--- config.mk ---
export PLATFORM = sky130hd
export DESIGN_NAME = bounded_stack_with_key_search
export DESIGN_NICKNAME = d
export VERILOG_FILES = /design/src/design/bstack_pkg.sv /design/src/design/bounded_stack_with_key_search.sv /design/src/design/bstack_ram.sv /design/src/design/bstack_dp.sv /design/src/design/bstack_ctrl.sv
export SDC_FILE = /design/constraint.sdc
export NUM_CORES = 1
export LEC_CHECK = 0
export ABC_AREA = 1
export BUFFER_PORTS_ARGS = -buffer_cell sky130_fd_sc_hd__buf_2
export CORE_ASPECT_RATIO = 0.7
export CORE_MARGIN = 1
export CORE_UTILIZATION = 32
export DETAILED_ROUTE_END_ITERATION = 7
export PLACE_DENSITY = 0.55
export RECOVER_POWER = 100
export SLEW_MARGIN = 20
export SYNTH_ARGS = -nofsm -noshare
export SYNTH_HDL_FRONTEND = slang
export SYNTH_SLANG_ARGS = --single-unit
export TNS_END_PERCENT = 1
--- constraint.sdc ---
create_clock -name clk -period 16 [get_ports clk]
set_input_delay 3.2 -clock clk [delete_from_list [all_inputs] [get_ports clk]]
set_output_delay 3.2 -clock clk [all_outputs]
set_load 0.01 [all_outputs]
--- src/design/bstack_pkg.sv ---
// ----------------------------------------------------------------------------
// bstack_pkg
// Shared constants, operation and status codes, and the command and status
// structs that join the stack controller to its datapath.
// ----------------------------------------------------------------------------
package bstack_pkg;

  // Stack geometry
  localparam int STACK_DEPTH = 8;
  localparam int ADDR_W      = (STACK_DEPTH > 1) ? $clog2(STACK_DEPTH) : 1;
  localparam int CNT_W       = $clog2(STACK_DEPTH + 1);

  // Record fields
  localparam int FUNC_W   = 2;
  localparam int STATUS_W = 2;
  localparam int CODE_W   = 32;
  localparam int WEIGHT_W = 32;
  localparam int ENTRY_W  = CODE_W + WEIGHT_W;

  // Operation codes
  localparam logic [FUNC_W-1:0] OP_PUSH   = 2'd0;
  localparam logic [FUNC_W-1:0] OP_POP    = 2'd1;
  localparam logic [FUNC_W-1:0] OP_PEEK   = 2'd2;
  localparam logic [FUNC_W-1:0] OP_SEARCH = 2'd3;

  // Result status codes
  localparam logic [STATUS_W-1:0] ST_OK      = 2'd0;
  localparam logic [STATUS_W-1:0] ST_EMPTY   = 2'd1;
  localparam logic [STATUS_W-1:0] ST_FULL    = 2'd2;
  localparam logic [STATUS_W-1:0] ST_MISSING = 2'd3;

  // Controller to datapath commands
  typedef struct packed {
    logic                req_load;   // capture the search key
    logic                wr_en;      // write the incoming record at the top
    logic                cnt_inc;
    logic                cnt_dec;
    logic                rd_en;
    logic                rd_next;    // 0: read the top entry, 1: read below the scan index
    logic                idx_top;    // load the scan index with the top address
    logic                idx_dec;
    logic                res_load;   // capture the pending result
    logic                res_data;   // 1: result record from memory, 0: zeros
    logic [STATUS_W-1:0] res_status;
    logic                out_load;   // move the pending result into the output register
  } dp_cmd_t;

  // Datapath to controller status
  typedef struct packed {
    logic cnt_zero;
    logic cnt_full;
    logic hit;       // memory word matches the search key
    logic idx_zero;
  } dp_sts_t;

endpackage

--- src/design/bounded_stack_with_key_search.sv ---
// ----------------------------------------------------------------------------
// bounded_stack_with_key_search
// Fixed-depth LIFO stack of code/weight records with push, pop, peek and a
// top-down search by code. One result word per request.
//
//   channel  valid      stall      payload
//   -------  ---------  ---------  ------------------------------------------
//   input    in_valid   in_stall   in_func, in_code, in_weight
//   result   out_valid  out_stall  out_status, out_code, out_weight,
//                                  out_is_full, out_is_empty
//
// Push writes the record directly; pop and peek read the top entry first;
// a search compares one entry at a time, top down (single memory read port).
// One request is in work at a time; the next is taken while a finished
// result still waits in the output register.
// Reset (rst_n low, synchronous) empties the stack; memory contents are not
// cleared and are never read before being pushed.
// A stalled result holds the output register; the controller waits in its
// hand-off state until the register frees.
// ----------------------------------------------------------------------------
module bounded_stack_with_key_search (
  input  logic                                  clk,
  input  logic                                  rst_n,
  input  logic                                  in_valid,
  output logic                                  in_stall,
  input  logic [bstack_pkg::FUNC_W-1:0]         in_func,
  input  logic signed [bstack_pkg::CODE_W-1:0]  in_code,
  input  logic [bstack_pkg::WEIGHT_W-1:0]       in_weight,
  output logic                                  out_valid,
  input  logic                                  out_stall,
  output logic [bstack_pkg::STATUS_W-1:0]       out_status,
  output logic signed [bstack_pkg::CODE_W-1:0]  out_code,
  output logic [bstack_pkg::WEIGHT_W-1:0]       out_weight,
  output logic                                  out_is_full,
  output logic                                  out_is_empty
);

  import bstack_pkg::*;

  dp_cmd_t cmd;
  dp_sts_t sts;

  bstack_ctrl u_ctrl (
    .clk       (clk),
    .rst_n     (rst_n),
    .in_valid  (in_valid),
    .in_stall  (in_stall),
    .in_func   (in_func),
    .out_valid (out_valid),
    .out_stall (out_stall),
    .cmd       (cmd),
    .sts       (sts)
  );

  bstack_dp u_dp (
    .clk          (clk),
    .rst_n        (rst_n),
    .in_code      (in_code),
    .in_weight    (in_weight),
    .cmd          (cmd),
    .sts          (sts),
    .out_status   (out_status),
    .out_code     (out_code),
    .out_weight   (out_weight),
    .out_is_full  (out_is_full),
    .out_is_empty (out_is_empty)
  );

endmodule

--- src/design/bstack_ram.sv ---
// ----------------------------------------------------------------------------
// bstack_ram
// Generic single-write, single-read RAM with a registered read port.
// ----------------------------------------------------------------------------
module bstack_ram #(
  parameter int WIDTH = 64,
  parameter int DEPTH = 8
) (
  input  logic                                     clk,
  input  logic                                     wr_en,
  input  logic [((DEPTH > 1) ? $clog2(DEPTH) : 1)-1:0] wr_addr,
  input  logic [WIDTH-1:0]                         wr_data,
  input  logic                                     rd_en,
  input  logic [((DEPTH > 1) ? $clog2(DEPTH) : 1)-1:0] rd_addr,
  output logic [WIDTH-1:0]                         rd_data
);

  logic [WIDTH-1:0] mem_r [DEPTH];

  // Write port
  always_ff @(posedge clk) begin
    if (wr_en) begin
      mem_r[wr_addr] <= wr_data;
    end
  end

  // Registered read port
  always_ff @(posedge clk) begin
    if (rd_en) begin
      rd_data <= mem_r[rd_addr];
    end
  end

endmodule

--- src/design/bstack_dp.sv ---
// ----------------------------------------------------------------------------
// bstack_dp
// Stack datapath: record memory, entry count, scan index, search key,
// pending result and the output word register.
// ----------------------------------------------------------------------------
module bstack_dp (
  input  logic                                clk,
  input  logic                                rst_n,
  input  logic signed [bstack_pkg::CODE_W-1:0]   in_code,
  input  logic [bstack_pkg::WEIGHT_W-1:0]        in_weight,
  input  bstack_pkg::dp_cmd_t                    cmd,
  output bstack_pkg::dp_sts_t                    sts,
  output logic [bstack_pkg::STATUS_W-1:0]        out_status,
  output logic signed [bstack_pkg::CODE_W-1:0]   out_code,
  output logic [bstack_pkg::WEIGHT_W-1:0]        out_weight,
  output logic                                   out_is_full,
  output logic                                   out_is_empty
);

  import bstack_pkg::*;

  logic [CNT_W-1:0]    cnt_r, cnt_nxt, cnt_m1;
  logic [ADDR_W-1:0]   idx_r, idx_nxt, top_addr, rd_addr;
  logic [CODE_W-1:0]   key_r;
  logic [ENTRY_W-1:0]  rd_data;
  logic [CODE_W-1:0]   rd_code;
  logic [WEIGHT_W-1:0] rd_weight;
  logic [STATUS_W-1:0] res_status_r;
  logic [CODE_W-1:0]   res_code_r;
  logic [WEIGHT_W-1:0] res_weight_r;
  logic [STATUS_W-1:0] out_status_r;
  logic [CODE_W-1:0]   out_code_r;
  logic [WEIGHT_W-1:0] out_weight_r;
  logic                out_full_r, out_empty_r;

  // Address of the current top entry
  assign cnt_m1   = cnt_r - CNT_W'(1);
  assign top_addr = cnt_m1[ADDR_W-1:0];
  assign rd_addr  = cmd.rd_next ? (idx_r - ADDR_W'(1)) : top_addr;

  bstack_ram #(
    .WIDTH (ENTRY_W),
    .DEPTH (STACK_DEPTH)
  ) u_ram (
    .clk     (clk),
    .wr_en   (cmd.wr_en),
    .wr_addr (cnt_r[ADDR_W-1:0]),
    .wr_data ({in_code, in_weight}),
    .rd_en   (cmd.rd_en),
    .rd_addr (rd_addr),
    .rd_data (rd_data)
  );

  assign rd_code   = rd_data[ENTRY_W-1 -: CODE_W];
  assign rd_weight = rd_data[WEIGHT_W-1:0];

  // Entry count and scan index
  always_comb begin
    cnt_nxt = cnt_r;
    if (cmd.cnt_inc) begin
      cnt_nxt = cnt_r + CNT_W'(1);
    end else if (cmd.cnt_dec) begin
      cnt_nxt = cnt_m1;
    end
    idx_nxt = idx_r;
    if (cmd.idx_top) begin
      idx_nxt = top_addr;
    end else if (cmd.idx_dec) begin
      idx_nxt = idx_r - ADDR_W'(1);
    end
  end

  always_ff @(posedge clk) begin
    if (!rst_n) begin
      cnt_r <= '0;
    end else begin
      cnt_r <= cnt_nxt;
    end
  end

  always_ff @(posedge clk) begin
    idx_r <= idx_nxt;
  end

  // Capture the search key
  always_ff @(posedge clk) begin
    if (cmd.req_load) begin
      key_r <= in_code;
    end
  end

  // Hold the pending result
  always_ff @(posedge clk) begin
    if (cmd.res_load) begin
      res_status_r <= cmd.res_status;
      res_code_r   <= cmd.res_data ? rd_code : '0;
      res_weight_r <= cmd.res_data ? rd_weight : '0;
    end
  end

  // Output word register, flags taken from the count after the operation
  always_ff @(posedge clk) begin
    if (cmd.out_load) begin
      out_status_r <= res_status_r;
      out_code_r   <= res_code_r;
      out_weight_r <= res_weight_r;
      out_full_r   <= sts.cnt_full;
      out_empty_r  <= sts.cnt_zero;
    end
  end

  assign out_status   = out_status_r;
  assign out_code     = out_code_r;
  assign out_weight   = out_weight_r;
  assign out_is_full  = out_full_r;
  assign out_is_empty = out_empty_r;

  // Status back to the controller
  always_comb begin
    sts          = '0;
    sts.cnt_zero = (cnt_r == '0);
    sts.cnt_full = (cnt_r == CNT_W'(STACK_DEPTH));
    sts.hit      = (rd_code == key_r);
    sts.idx_zero = (idx_r == '0);
  end

endmodule

--- src/design/bstack_ctrl.sv ---
// ----------------------------------------------------------------------------
// bstack_ctrl
// Stack controller: decodes each request, sequences the memory reads of a
// pop, peek or top-down search, and hands results to the output register.
// ----------------------------------------------------------------------------
module bstack_ctrl (
  input  logic                          clk,
  input  logic                          rst_n,
  input  logic                          in_valid,
  output logic                          in_stall,
  input  logic [bstack_pkg::FUNC_W-1:0] in_func,
  output logic                          out_valid,
  input  logic                          out_stall,
  output bstack_pkg::dp_cmd_t           cmd,
  input  bstack_pkg::dp_sts_t           sts
);

  import bstack_pkg::*;

  localparam logic [1:0] S_IDLE = 2'd0;
  localparam logic [1:0] S_READ = 2'd1;
  localparam logic [1:0] S_SCAN = 2'd2;
  localparam logic [1:0] S_FIN  = 2'd3;

  logic [1:0]        state_r, state_nxt;
  logic [FUNC_W-1:0] func_r, func_nxt;
  logic              out_valid_r, out_valid_nxt;
  logic              accept;

  assign in_stall  = (state_r != S_IDLE);
  assign accept    = in_valid && !in_stall;
  assign out_valid = out_valid_r;

  // Next state and datapath commands
  always_comb begin
    state_nxt     = state_r;
    func_nxt      = func_r;
    out_valid_nxt = out_valid_r && out_stall;
    cmd           = '0;
    cmd.res_status = ST_OK;
    case (state_r)
      S_IDLE: begin
        if (accept) begin
          func_nxt     = in_func;
          cmd.req_load = 1'b1;
          case (in_func)
            OP_PUSH: begin
              cmd.res_load = 1'b1;
              if (sts.cnt_full) begin
                cmd.res_status = ST_FULL;
              end else begin
                cmd.wr_en   = 1'b1;
                cmd.cnt_inc = 1'b1;
              end
              state_nxt = S_FIN;
            end
            OP_POP, OP_PEEK: begin
              if (sts.cnt_zero) begin
                cmd.res_load   = 1'b1;
                cmd.res_status = ST_EMPTY;
                state_nxt      = S_FIN;
              end else begin
                cmd.rd_en = 1'b1;
                state_nxt = S_READ;
              end
            end
            default: begin
              if (sts.cnt_zero) begin
                cmd.res_load   = 1'b1;
                cmd.res_status = ST_EMPTY;
                state_nxt      = S_FIN;
              end else begin
                cmd.rd_en   = 1'b1;
                cmd.idx_top = 1'b1;
                state_nxt   = S_SCAN;
              end
            end
          endcase
        end
      end
      S_READ: begin
        cmd.res_load = 1'b1;
        cmd.res_data = 1'b1;
        cmd.cnt_dec  = (func_r == OP_POP);
        state_nxt    = S_FIN;
      end
      S_SCAN: begin
        // Compare the word read last cycle; advance downward on a miss
        if (sts.hit) begin
          cmd.res_load = 1'b1;
          cmd.res_data = 1'b1;
          state_nxt    = S_FIN;
        end else if (sts.idx_zero) begin
          cmd.res_load   = 1'b1;
          cmd.res_status = ST_MISSING;
          state_nxt      = S_FIN;
        end else begin
          cmd.rd_en   = 1'b1;
          cmd.rd_next = 1'b1;
          cmd.idx_dec = 1'b1;
        end
      end
      S_FIN: begin
        // Hand off once the output register is free or being drained
        if (!out_valid_r || !out_stall) begin
          cmd.out_load  = 1'b1;
          out_valid_nxt = 1'b1;
          state_nxt     = S_IDLE;
        end
      end
      default: begin
        state_nxt = S_IDLE;
      end
    endcase
  end

  always_ff @(posedge clk) begin
    if (!rst_n) begin
      state_r     <= S_IDLE;
      out_valid_r <= 1'b0;
    end else begin
      state_r     <= state_nxt;
      out_valid_r <= out_valid_nxt;
    end
  end

  always_ff @(posedge clk) begin
    func_r <= func_nxt;
  end

endmodule

==> results of run 1 <==
layout make-up:
class,instances,share of cell area [%]
diodes,2,0.0140
well taps,1323,4.62
clock inverters,47,1.04
repair buffers,168,1.93
flip-flops and latches,754,63.0
multi-input cells,1333,17.1
inverters,615,6.45
clock buffers,95,5.81
metal layers:
metal / GRT usage, % / routed length (um)
met5: 0 / 80
met4: 3.79 / 1410
met3: 3.14 / 5400
met2: 22.8 / 32900
met1: 23.0 / 37300
synthesized netlist by cell type (all sizes together):
cell type / instances / area (sq um)
a211oi: 1 / 7.51
buf: 121 / 822
nor2: 92 / 348
ha: 12 / 150
clkbuf: 18 / 87.6
inv: 615 / 2310
a21oi: 7 / 35.0
a31oi: 1 / 6.26
dfxtp: 7 / 140
nor3: 1 / 5.00
nand3: 584 / 2920
a211o: 1 / 8.76
edfxtp: 747 / 22400
xor2: 1 / 8.76
nand2: 589 / 2220
xnor2: 25 / 219
or2: 1 / 6.26
o31ai: 2 / 15.0
o21ai: 15 / 82.6
o211ai: 1 / 7.51
where the power goes:
part           leakage (nW)  switching (mW)  internal (mW)
Clock                  1.20           0.774          0.997
Sequential             6.90          0.0988           2.64
Combinational          6.70            1.41          0.473
Total                  14.8            2.29           4.11
cells by family (layout without fill, tap and decap cells):
family,after synthesis,after routing
adders and majority gates,12,12
xor gates and xnor gates,26,26
AOI/OAI and AO/OA,28,28
DFF,754,754
and+or+nand+nor,1267,1267
other,0,2
buffers and inverters,754,925
worst max-delay path, stage by stage:
cell and delay, ns:
clkbuf_1 0.12, inv_1 0.07, ha_1 0.21, inv_1 0.05
nor2_1 0.14, inv_1 0.09, nor2_1 0.34, nand2_1 0.28
nor2_1 1.53, clkbuf_1 2.48, o21ai_0 0.35, o21ai_0 0.30
a21oi_1 0.06
sequential cells by signal, summed over array words and instances, names as in the netlist, 3 cells and up:
signal,cells
u_dp.u_ram.mem_r,512
u_dp.u_ram.rd_data,64
u_dp.key_r,32
u_dp.out_code,32
u_dp.out_weight,32
u_dp.res_code_r,32
u_dp.res_weight_r,32
u_dp.cnt_r,4
u_dp.idx_r,3
path summary, 6_finish.rpt:
path | slack (ns) | to
min reg2reg | 0.41 | u_dp.out_weight[15]$_DFFE_PP_
max reg2reg | 7.82 | u_dp.u_ram.rd_data[4]$_DFFE_PP_
min | 0.41 | u_dp.out_weight[15]$_DFFE_PP_
max | 7.26 | u_dp.cnt_r[3]$_SDFFE_PN0P_
metrics by stage:
| stage | utilization [%] | hold slack, ns | total power, mW | worst slack, ns |
|---|---|---|---|---|
| 6_report | 36.4 | 0.414 | 6.40 | 7.26 |
| 5_1_grt | 36.4 | 0.421 | 6.81 | 6.43 |
| 4_1_cts | 36.7 | 0.414 | 6.48 | 10.09 |
| 3_5_place_dp | 34.3 | 0.405 | 4.69 | 9.41 |
| 3_3_place_gp | 34.3 | 0.402 | 4.67 | 9.37 |
| 2_1_floorplan | - | 0.400 | 4.11 | 7.05 |
==> impl_metrics.tcl, run 1 <==
set metrics [dict create \
    hold_viol 0 \
    drt_iter0_markers 1743 \
    synth_compound_area_share_pct 0.511 \
    clk_pin_slew_ns 0.06 \
    io_buffers 139 \
    wl_um 77100 \
    yosysSeqAreaShare_pct 70.9 \
    multi_input_area_sq_mm 0.00613 \
    skew_ns 0.0246 \
    grtUsageTotal_pct 15.4 \
    syn2layout_area_growth_pct 12.5 \
    hold_class "reg2reg" \
    criticalPathCategory "in2reg" \
    dr.pass1.iters 5 \
    nNetsFinal 3034 \
    r2r_start "u_dp.u_ram.rd_data[33]$_DFFE_PP_" \
    avgSynthCellArea_sq_um 11.2 \
    post_cts_buffers 0 \
    hp-start "u_dp.res_weight_r[15]$_SDFFCE_PN0P_" \
    syn-cell-area_sq_mm 0.0318 \
    antenna_found_initial 9 \
    final_max_slew_viol_count 928 \
    first_global_vias 18700 \
    post-route-period-util_pct 54.6 \
    synth_xor_area_share_pct 0.715 \
    vdd_drop_max_uv 128 \
    grt_pass1_wl_um 117000 \
    outcome "complete, but fails checks" \
    cts_root_buffer "clkbuf_16" \
    hold_path_depth 0 \
    final_common_cell "edfxtp_1" \
    most-common-layout-cells "edfxtp_1 (747), inv_1 (604), nand2_1 (587)" \
    start_util_pct 32.4 \
    powerDensity_mw_per_mm2 179 \
    tightest_slew_ns 5.11 \
    crit_path_end_kind "register" \
    worst_r2r_path_depth 17 \
    clock-sinks 754 \
    num_rows 96 \
    worst-path-max-fanout 47 \
    relSlewSlack_pct -241 \
    gp_congestion 0.755 \
    syn_nets 2923 \
    cts_tree "yes" \
    cp_data_arrival_time_ns 9.25 \
    h-tree-depth 3 \
    seqCellArea_sq_mm 0.0226 \
    p_leak_nw 14.8 \
    vias_per_cell 4.50 \
    synth_fa_ha_area_share_pct 0.472 \
    ctsHoldBuffers 0 \
    setup_viol 0 \
    clock.fmax_mhz 114 \
    start_kind "input port" \
    num_vias 19500 \
    failed_checks "capacitance limit, slew limit" \
    synth_top_family_by_area "simple AND/OR/NAND/NOR gates" \
    clock_latency_ns 0.65 \
    synth.distinct_cells 28 \
    cap_viol_max_count 17 \
    fin_crit_ns 8.74 \
    layout-drive-gt1-share_pct 4.91 \
    ys_ff_latch 754 \
    rsz0062_at_grt "false" \
    setup_tns_ns 0 \
    coreArea_sq_mm 0.0983 \
    overflow 0 \
    pin_count 140 \
    drc 0 \
    critPathLaunch "in_func[0]" \
    die_w_um 379 \
    drtAntennaViolNets 0 \
    die_h_um 266 \
    fin_cells 4337 \
    cts_max_path_buffers 3 \
    final_area_sq_mm 0.0358 \
    dp.cells 4193 \
    die-area_sq_mm 0.101 \
    synthCells 2841 \
    drt-wirelength-per-cell_um 17.8 \
    synthMuxAreaShare_pct 0 \
    num-fill-cells 9694 \
    placedInstanceArea_sq_mm 0.0337 \
    grt_max_degree 79 \
    cp.required_ns 16.51 \
    ctsResizeCount 0 \
    synthSimpleGateAreaFrac_pct 17.3 \
    numCtsBuffers 80 \
    hpwl_um 39700 \
    yosys_warnings 0 \
]
Power figures use the tool's default switching activity.
==> run 2: changes to the inputs <==
--- a/config.mk
+++ b/config.mk
@@ -11,7 +11,7 @@
 export CORE_MARGIN = 1
 export CORE_UTILIZATION = 32
 export DETAILED_ROUTE_END_ITERATION = 7
-export PLACE_DENSITY = 0.55
+export PLACE_DENSITY = 0.57
 export RECOVER_POWER = 100
 export SLEW_MARGIN = 20
 export SYNTH_ARGS = -nofsm -noshare
==> constraint.sdc (replaced) <==
create_clock -name clk -period 7.7 [get_ports clk]
set_input_delay 1.54 -clock clk [delete_from_list [all_inputs] [get_ports clk]]
set_output_delay 1.54 -clock clk [all_outputs]
set_load 0.01 [all_outputs]
==> run 2 against run 1 <==
The run still ends with capacitance limit, slew limit left. Die area unchanged. Sequential cell count unchanged. Wire length shrank 0.31%. Clock skew rose by 0.0021 ns. Global-route usage fell by 0.15 points. Via count down 0.22%. Critical endpoint is now u_dp.u_ram.rd_data[58]$_DFFE_PP_. Highest routed layer unchanged.
==> impl_metrics.tcl, run 2 (synthesis gave the netlist of run 1 again) <==
set metrics [dict create \
    outcome "complete, but fails checks" \
    failed_checks "capacitance limit, slew limit" \
    setup_viol 0 \
    cts_root_buffer "clkbuf_16" \
    relSlewSlack_pct -92.7 \
    grtUsageTotal_pct 15.3 \
    die_w_um 379 \
    switching_share_pct 35.5 \
    vias_per_cell 4.48 \
    intPower_mw 8.72 \
    cap_viol_max_count 13 \
    die-area_sq_mm 0.101 \
    fin_util_pct 36.8 \
    setup_ws_ns 1.85 \
    powerDensity_mw_per_mm2 374 \
    worst-path-max-fanout 53 \
    nNetsFinal 3037 \
    cts_tree "yes" \
    final_max_slew_viol_count 478 \
    most-common-layout-cells "edfxtp_1 (747), inv_1 (605), nand2_1 (586)" \
    crit_path_end_kind "register" \
    syn2layout_area_growth_pct 13.5 \
    drtAntennaViolNets 0 \
    hold_viol 0 \
    p_leak_nw 15.0 \
    numCtsBuffers 80 \
    tightest_slew_ns 2.88 \
    cp.required_ns 8.09 \
    gp_congestion 0.761 \
    clk_pin_slew_ns 0.06 \
    place_ws_ns 2.80 \
    regMostFlops "u_dp.u_ram.mem_r" \
    start_kind "register" \
    die_h_um 266 \
    num-fill-cells 9651 \
    fin_crit_ns 5.85 \
    grt_max_degree 147 \
    post_cts_buffers 0 \
    power_mw 13.5 \
    antenna_found_initial 11 \
    cts_max_path_buffers 3 \
    hp-start "u_dp.res_code_r[8]$_SDFFCE_PN0P_" \
    hpwl_um 42100 \
    worst_r2r_path_depth 15 \
    start_util_pct 32.4 \
    rsz0062_at_grt "false" \
    r2r-end "u_dp.u_ram.rd_data[58]$_DFFE_PP_" \
    grt_pass1_wl_um 117000 \
    criticalPathCategory "reg2reg" \
    cp_data_arrival_time_ns 6.24 \
    drc 0 \
    num_vias 19500 \
    drt-wirelength-per-cell_um 17.7 \
    clock_latency_ns 0.65 \
    wl_um 76900 \
    coreArea_sq_mm 0.0983 \
    top_regs "u_dp.u_ram.mem_r x512, u_dp.u_ram.rd_data x64" \
    hold_class "reg2reg" \
    ctsResizeCount 0 \
    min_delay_worst_endpoint "u_dp.out_code[8]$_DFFE_PP_" \
    largest_reg_flops 512 \
    ctsHoldBuffers 0 \
    combinationalPowerShare_pct 29.4 \
    p_switching_mw 4.80 \
    first_global_vias 18600 \
    dr.pass1.iters 5 \
    skew_ns 0.0267 \
    rrSetupSlack_ns 1.85 \
    hold_path_depth 0 \
    post-route-period-util_pct 75.9 \
    pin_count 140 \
    h-tree-depth 3 \
    overflow 0 \
    num_rows 96 \
    r2r_start "u_dp.u_ram.rd_data[35]$_DFFE_PP_" \
    vdd_drop_max_uv 241 \
    power_frac_clock_pct 29.1 \
    seqPwrFrac_pct 41.5 \
    clock.fmax_mhz 171 \
    drt_iter0_markers 1609 \
    clock-sinks 754 \
    io_buffers 139 \
    setup_tns_ns 0 \
    final_common_cell "edfxtp_1" \
    layout-drive-gt1-share_pct 5.52 \
]
[run 2: cell types whose count changed in the layout (fill, tap and decap cells not counted), moves of 2 or more]
| cell | before | now |
|---|---|---|
| bufinv_16 | 4 | 9 |
| clkinv_1 | 20 | 17 |
| buf_6 | 0 | 3 |
| clkbuf_2 | 0 | 3 |
| buf_12 | 0 | 3 |
| nor2_4 | 5 | 3 |
| clkinv_8 | 0 | 3 |
| nand2_4 | 1 | 3 |
| clkbuf_8 | 0 | 2 |
| inv_6 | 5 | 1 |
| nor2_1 | 87 | 89 |
| clkbuf_1 | 166 | 159 |
| clkinv_2 | 12 | 18 |
[run 2: critical path, stage by stage, from the launching register on]
cell      delay [ns]
edfxtp_1        0.45
xnor2_1         0.18
nand2_1         0.06
nor2_1          0.26
nand2_1         0.16
nor2_1          0.44
nand2_1         0.34
nand2_1         0.62
nand2_4         0.40
nand2_4         0.68
clkbuf_1        1.39
nand2_1         0.13
nand3_1         0.14
nand2_1         0.13
nand2_1         0.10
nand2_1         0.06
[run 2: final cells by class]
cell class	count	area [sq um]	share of cell area [%]
clock inverter	53	534	1.48
multi-input combinational	1333	6130	17.0
inverter	615	2310	6.39
sequential	754	22600	62.5
tap	1323	1660	4.58
antenna	1	2.50	0.00693
clock buffer	97	2130	5.89
timing repair buffer	171	797	2.21
[run 2: power by group through the flow]
stage               Combinational, mW  Clock, mW  Sequential, mW
detailed placement               4.02          0            5.69
floorplan                        2.84          0            5.70
finish                           3.98       3.93            5.61
CTS                              4.05       4.03            5.61
global placement                 3.99          0            5.68
global route                     4.46       4.18            5.67
[run 2: worst max-delay path by stage]
| stage | startpoint | end | slack [ns] | depth (start not counted) |
|---|---|---|---|---|
| 6_report | u_dp.u_ram.rd_data[35]$_DFFE_PP_ | u_dp.u_ram.rd_data[58]$_DFFE_PP_ | 1.85 | 15 |
| 5_1_grt | u_dp.u_ram.rd_data[35]$_DFFE_PP_ | u_dp.u_ram.rd_data[57]$_DFFE_PP_ | 1.52 | 15 |
| 4_1_cts | u_dp.u_ram.rd_data[35]$_DFFE_PP_ | u_dp.u_ram.rd_data[40]$_DFFE_PP_ | 3.25 | 15 |
| 3_5_place_dp | in_func[0] | u_dp.u_ram.mem_r[4][2]$_DFFE_PP_ | 2.80 | 10 |
| 3_3_place_gp | in_func[0] | u_dp.u_ram.mem_r[4][2]$_DFFE_PP_ | 2.73 | 10 |
| 2_1_floorplan | in_func[0] | u_dp.u_ram.mem_r[1][0]$_DFFE_PP_ | 0.41 | 8 |
[run 2: per-stage QoR]
step / std cells / area (sq um) / hold slack (ns)
detailed placement: 4195 / 33700 / 0.405
global route: 4347 / 36100 / 0.417
floorplan: 2841 / 31800 / 0.400
CTS: 4345 / 36400 / 0.406
finish: 4347 / 36100 / 0.407
global placement: 4195 / 33700 / 0.401
[run 2: routing by layer]
metal | global-route usage, % | up-vias | wire [um]
met5 | 0 | - | 109
met4 | 3.95 | 18 | 1540
met3 | 4.18 | 123 | 6120
met2 | 21.7 | 589 | 32000
met1 | 22.7 | 9245 | 37200
li1 | - | 9488 | -
